[src/ap2d_pkg.sv]
// ----------------------------------------------------------------------------
// ap2d_pkg
// Shared types, constants and helpers for the 2-D average pooling block.
// ----------------------------------------------------------------------------
package ap2d_pkg;

   // Pixel store geometry
   localparam int MAX_ROWS = 64;
   localparam int MAX_COLS = 64;
   localparam int STORE_DEPTH = MAX_ROWS * MAX_COLS;
   localparam int ADDR_W = $clog2(STORE_DEPTH);

   // Fixed field widths
   localparam int CFG_W   = 7;
   localparam int PAD_W   = 6;
   localparam int IDX_W   = 3;
   localparam int COORD_W = 6;
   localparam int PIX_W   = 16;

   // Window coordinate width: holds 0..MAX and any 7-bit register value
   localparam int DIM_RAW = ($clog2(MAX_ROWS + 1) > $clog2(MAX_COLS + 1)) ?
                            $clog2(MAX_ROWS + 1) : $clog2(MAX_COLS + 1);
   localparam int DIM_W   = (DIM_RAW > CFG_W) ? DIM_RAW : CFG_W;

   // Output position times stride, then signed window origin
   localparam int PROD_W = COORD_W + CFG_W;
   localparam int POS_W  = PROD_W + 2;

   // Window area, sum and divider sizes
   localparam int AREA_W = 2 * DIM_W;
   localparam int SUM_W  = PIX_W + $clog2(STORE_DEPTH);
   localparam int CNT_W  = $clog2(SUM_W);

   // Item kinds
   localparam logic KIND_WRITE = 1'b0;
   localparam logic KIND_POOL  = 1'b1;

   // Status codes
   localparam logic STATUS_OK    = 1'b0;
   localparam logic STATUS_EMPTY = 1'b1;

   // Register indexes
   localparam logic [IDX_W-1:0] REG_IMAGE_HEIGHT = 3'd0;
   localparam logic [IDX_W-1:0] REG_IMAGE_WIDTH  = 3'd1;
   localparam logic [IDX_W-1:0] REG_STEP_ROWS    = 3'd2;
   localparam logic [IDX_W-1:0] REG_STEP_COLS    = 3'd3;
   localparam logic [IDX_W-1:0] REG_KERNEL_ROWS  = 3'd4;
   localparam logic [IDX_W-1:0] REG_KERNEL_COLS  = 3'd5;
   localparam logic [IDX_W-1:0] REG_TOP_PADDING  = 3'd6;
   localparam logic [IDX_W-1:0] REG_LEFT_PADDING = 3'd7;

   typedef struct packed {
      logic [CFG_W-1:0] image_height;
      logic [CFG_W-1:0] image_width;
      logic [CFG_W-1:0] step_rows;
      logic [CFG_W-1:0] step_cols;
      logic [CFG_W-1:0] kernel_rows;
      logic [CFG_W-1:0] kernel_cols;
      logic [PAD_W-1:0] top_padding;
      logic [PAD_W-1:0] left_padding;
   } cfg_type;

   typedef enum logic [3:0] {
      ST_IDLE,
      ST_MUL,
      ST_CLIP,
      ST_CHECK,
      ST_READ,
      ST_DRAIN,
      ST_DIV_INIT,
      ST_DIV,
      ST_FINISH
   } state_type;

   // Controller -> datapath
   typedef struct packed {
      logic store;
      logic load_req;
      logic mul;
      logic clip;
      logic start_read;
      logic read;
      logic div_init;
      logic div_step;
      logic out_load;
   } cmd_type;

   // Datapath -> controller
   typedef struct packed {
      logic empty;
      logic last_pixel;
      logic div_last;
   } stat_type;

   // Clamp a signed window edge into 0..hi
   function automatic logic [DIM_W-1:0] clip_edge(input logic signed [POS_W-1:0] v,
                                                  input logic [DIM_W-1:0] hi);
      logic signed [POS_W-1:0] hi_s;
      hi_s = $signed(POS_W'(hi));
      if (v < 0)
         clip_edge = '0;
      else if (v > hi_s)
         clip_edge = hi;
      else
         clip_edge = DIM_W'(v);
   endfunction

endpackage

[src/ap2d_ctrl.sv]
// ----------------------------------------------------------------------------
// ap2d_ctrl
// Sequencer for one pooling request plus the result valid flag.
// ----------------------------------------------------------------------------
module ap2d_ctrl (
   input  logic               clock,
   input  logic               reset,
   input  logic               req_valid,
   input  logic               req_kind,
   output logic               req_ready,
   output logic               rsp_valid,
   input  logic               rsp_ready,
   input  ap2d_pkg::stat_type stat,
   output ap2d_pkg::cmd_type  cmd
);
   import ap2d_pkg::*;

   state_type state_ff, state_in;
   logic      rsp_valid_ff, rsp_valid_in;
   logic      accept;
   logic      out_free;

   assign accept   = req_valid && req_ready;
   assign out_free = !rsp_valid_ff || rsp_ready;

   // next state
   always_comb begin
      state_in = state_ff;
      case (state_ff)
         ST_IDLE: begin
            if (req_valid && req_kind == KIND_POOL) state_in = ST_MUL;
         end
         ST_MUL:   state_in = ST_CLIP;
         ST_CLIP:  state_in = ST_CHECK;
         ST_CHECK: begin
            state_in = stat.empty ? ST_FINISH : ST_READ;
         end
         ST_READ: begin
            if (stat.last_pixel) state_in = ST_DRAIN;
         end
         ST_DRAIN:    state_in = ST_DIV_INIT;
         ST_DIV_INIT: state_in = ST_DIV;
         ST_DIV: begin
            if (stat.div_last) state_in = ST_FINISH;
         end
         ST_FINISH: begin
            if (out_free) state_in = ST_IDLE;
         end
         default: state_in = ST_IDLE;
      endcase
   end

   // outputs; req_ready is high throughout idle, so valid alone marks a transfer
   always_comb begin
      cmd        = '0;
      req_ready  = 1'b0;
      case (state_ff)
         ST_IDLE: begin
            req_ready    = 1'b1;
            cmd.store    = req_valid && req_kind == KIND_WRITE;
            cmd.load_req = req_valid && req_kind == KIND_POOL;
         end
         ST_MUL:      cmd.mul        = 1'b1;
         ST_CLIP:     cmd.clip       = 1'b1;
         ST_CHECK:    cmd.start_read = !stat.empty;
         ST_READ:     cmd.read       = 1'b1;
         ST_DIV_INIT: cmd.div_init   = 1'b1;
         ST_DIV:      cmd.div_step   = 1'b1;
         ST_FINISH:   cmd.out_load   = out_free;
         default: ;
      endcase
   end

   always_comb begin
      rsp_valid_in = rsp_valid_ff;
      if (cmd.out_load) begin
         rsp_valid_in = 1'b1;
      end else if (rsp_ready) begin
         rsp_valid_in = 1'b0;
      end
   end

   always_ff @(posedge clock) begin
      if (reset) begin
         state_ff     <= ST_IDLE;
         rsp_valid_ff <= 1'b0;
      end else begin
         state_ff     <= state_in;
         rsp_valid_ff <= rsp_valid_in;
      end
   end

   assign rsp_valid = rsp_valid_ff;

   // a result never overwrites one still waiting
   a_no_overwrite: assert property (@(posedge clock) disable iff (reset)
      cmd.out_load |-> (!rsp_valid_ff || rsp_ready))
      else $error("result register overwritten");

   // an accepted pool request starts the window setup next cycle
   a_pool_starts: assert property (@(posedge clock) disable iff (reset)
      (accept && req_kind == KIND_POOL) |=> state_ff == ST_MUL)
      else $error("pool request did not start");

   // a new result only appears out of the finish step
   a_rsp_source: assert property (@(posedge clock) disable iff (reset)
      $rose(rsp_valid_ff) |-> $past(state_ff == ST_FINISH))
      else $error("result raised outside finish");

   // the divider only runs on a window that covers pixels
   a_div_nonempty: assert property (@(posedge clock) disable iff (reset)
      (state_ff == ST_DIV) |-> !stat.empty)
      else $error("divider running on empty window");

endmodule

[config.mk]
export PLATFORM = sky130hd
export DESIGN_NAME = ap2d_ctrl
export DESIGN_NICKNAME = d
export VERILOG_FILES = /design/src/ap2d_pkg.sv /design/src/ap2d_ctrl.sv
export SDC_FILE = /design/constraint.sdc
export NUM_CORES = 1
export LEC_CHECK = 0
export ABC_AREA = 1
export BUFFER_PORTS_ARGS = -buffer_cell sky130_fd_sc_hd__buf_4
export CAP_MARGIN = 10
export CORE_AREA = 2 2 39 41
export CTS_BUF_LIST = sky130_fd_sc_hd__clkbuf_4
export DETAILED_ROUTE_END_ITERATION = 8
export DIE_AREA = 0 0 41 43
export GPL_TIMING_DRIVEN = 0
export PLACE_DENSITY_LB_ADDON = 0.15
export SETUP_SLACK_MARGIN = 0.3
export SLEW_MARGIN = 20
export SYNTH_ARGS = -nofsm -noshare
export SYNTH_HDL_FRONTEND = slang
export SYNTH_SLANG_ARGS = --single-unit
[constraint.sdc]
create_clock -name clock -period 1.5 [get_ports clock]
set_clock_uncertainty 0.05 [all_clocks]
set_input_delay 0.075 -clock clock [delete_from_list [all_inputs] [get_ports clock]]
set_output_delay 0.075 -clock clock [all_outputs]
set_load 0.005 [all_outputs]
==> flow_summary.json <==
{
  "status": "finished, final reports clean",
  "routedWlPerCell_um": 8.92,
  "hold_viol": 0,
  "max_stage_delay_ns": 0.38,
  "synth_top_cell_by_area": "dfxtp_1",
  "max-clock-path-buffers": 2,
  "crit_top_cell": "buf_4",
  "grt_pass1_wl_um": 1440,
  "ff2ff_path_depth": 8,
  "cp-start-kind": "register",
  "fin_crit_sh": 0.874,
  "die_y_um": 43,
  "ys_seq_area_frac": 0.284,
  "cts-root-buf": "clkbuf_4",
  "synth_seq_cells": 5,
  "numCtsBuffers": 3,
  "fin_setup_tns_ns": 0,
  "rsz0062_at_grt": "yes",
  "yosys.cell_types.count": 14,
  "nets": 96,
  "vias": 442,
  "finish.utilization": 0.484,
  "overflow": 0,
  "core_region_area_um2": 1380,
  "io_pins": 19,
  "critPathArrivalTime_ns": 1.19,
  "path_buf_inv": 3,
  "power_density_nw_per_um2": 1830,
  "drc": 0,
  "dp_hpwl_um": 699,
  "antenna_found_initial": 0,
  "routed_wl_um": 919,
  "fin_total_pwr_mw": 1.22,
  "cpLargestDelayFamily": "flip-flops",
  "worst_pin_slew_ns": 0.207,
  "p_leak_nw": 0.334,
  "hold_path_depth": 4,
  "yosysWarnings": 0,
  "post_dp_cell_area_um2": 508,
  "antennaDiodeCount": 0,
  "max_freq_ghz": 0.763,
  "drive_above_1_share": 0.609,
  "worst_slew_margin_rel": 0.861,
  "synth_area_um2": 353,
  "die_area_um2": 1760,
  "final_area_um2": 669,
  "clkSinkCount": 5,
  "setup_viol": 0,
  "clk_pin_slew_worst_paths_ns": 0.04,
  "path_depth": 4,
  "clk_latency_ns": 0.24,
  "cap_violations": 0,
  "syn_nets": 65,
  "area_growth_syn_to_layout_pct": 89.7,
  "routed_via_density": 4.29,
  "track_usage": 0.118,
  "critPathMaxFanout": 5,
  "grt_pass1_vias": 377,
  "setup.worst_path.class": "register to output pin",
  "cp_cell_sequence": "inv_2, nor4_4, buf_4, buf_4",
  "synth_top_area_frac": 0.284,
  "timing.hold.ws_ns": 0.0841,
  "fp.dieW_um": 41,
  "post-route-min-period_ns": 1.31,
  "syn_inst": 57,
  "htreeDepth": 1,
  "crit_slowest_cell": "dfxtp_4",
  "worst_hold_path_type": "input pin to register",
  "finalMaxSlewViolations": 0,
  "grt_max_degree": 6,
  "fp-row-count": 14,
  "nFillCells": 158,
  "yosys-top-cells-area": "dfxtp_1, nor2_1, inv_1, nand2_1, a21oi_1",
  "ant_nets": 0,
  "drtPass1Iterations": 2,
  "drtIter0Drc": 7,
  "port_buffers": 18,
  "crit_required_ns": 1.37,
  "cp-end-kind": "output pin",
  "place_congestion": 0.813,
  "avgSynthCellArea_um2": 6.19,
  "cts_tree": "yes",
  "start_util": 0.255,
  "vdd_drop_max_uv": 874
}
[cells in the final DEF (no fill, tap or decap)]
master / n
dfxtp_2: 1
clkbuf_4: 4
nor4_4: 1
buf_4: 24
nand3_1: 4
inv_2: 5
a21oi_1: 5
nand3_2: 2
dfxtp_1: 1
nand3b_1: 1
nand2_1: 7
inv_1: 5
nor2_4: 3
nor2_1: 8
dlygate4sd3_1: 1
inv_4: 1
nor3_2: 2
nor3_1: 2
buf_6: 2
nand2_4: 1
dfxtp_4: 3
nor2_2: 4
[power breakdown]
part | switching [mW] | leakage (nW) | internal, mW
logic | 0.383 | 0.273 | 0.407
clock network | 0.0544 | 0.0184 | 0.119
registers | 0.0688 | 0.0434 | 0.193
[repair_timing]
item,CTS,global route
pin swaps,2,1
hold endpoints to repair,4,0
buffers inserted,5,2
endpoints found under the setup margin,9,12
resized for setup,16,6
hold buffers,1,0
[cells in the mapped netlist (all sizes together)]
library cell  instances
a21oi                 5
buf                   1
dfxtp                 5
inv                  11
nand2                 8
nand3                 6
nand3b                1
nor2                 15
nor3                  4
nor4                  1
[per-layer routing]
metal,GRT usage,share of wire,vias to the layer above
met3,0.0314,0.062,0
met4,0.0600,0,0
met2,0.181,0.49,14
li1,-,-,239
met1,0.142,0.45,189
met5,0,0,-
[tightest hold or removal path: stages]
cell	delay, ns
buf_4	0.07
inv_1	0.04
nand3_2	0.08
a21oi_1	0.06
[registers in the layout, summed over array words and instances, names as in the netlist]
signal / cells
state_ff: 4
rsp_valid: 1
[layout make-up]
cell class | count | area (µm²) | area share
Buffer | 1 | 7.51 | 0.0112
Tap cell | 16 | 20.0 | 0.0299
Sequential cell | 5 | 113 | 0.168
Clock buffer | 4 | 30.0 | 0.0449
Inverter | 11 | 43.8 | 0.0654
Timing Repair Buffer | 26 | 205 | 0.307
Multi-Input combinational cell | 40 | 250 | 0.374
[cells by family (layout without fill, tap and decap cells)]
family                 count (synthesis)  count (layout)  share of synthesized area
AO/OA/AOI/OAI                          5               5                     0.0709
buffers and inverters                 12              42                      0.138
flip-flops                             5               5                      0.284
AND/OR/NAND/NOR                       35              35                      0.507
[through the flow]
stage / setup WS [ns] / std cells
after detailed placement: 0.303 / 91
after CTS: 0.168 / 101
after global routing: 0.113 / 103
after global placement: 0.283 / 91
final: 0.189 / 103
after floorplan: 0.444 / 57
[final timing paths]
| check | start | endpoint | slack [ns] |
|---|---|---|---|
| setup / recovery | state_ff[3] | cmd[0] | 0.19 |
| hold / removal | stat[0] | state_ff[0] | 0.08 |
| setup reg to reg | state_ff[2] | state_ff[0] | 0.30 |
| hold reg to reg | state_ff[0] | state_ff[0] | 0.51 |
No activity file was read; power rests on OpenSTA's default activity.
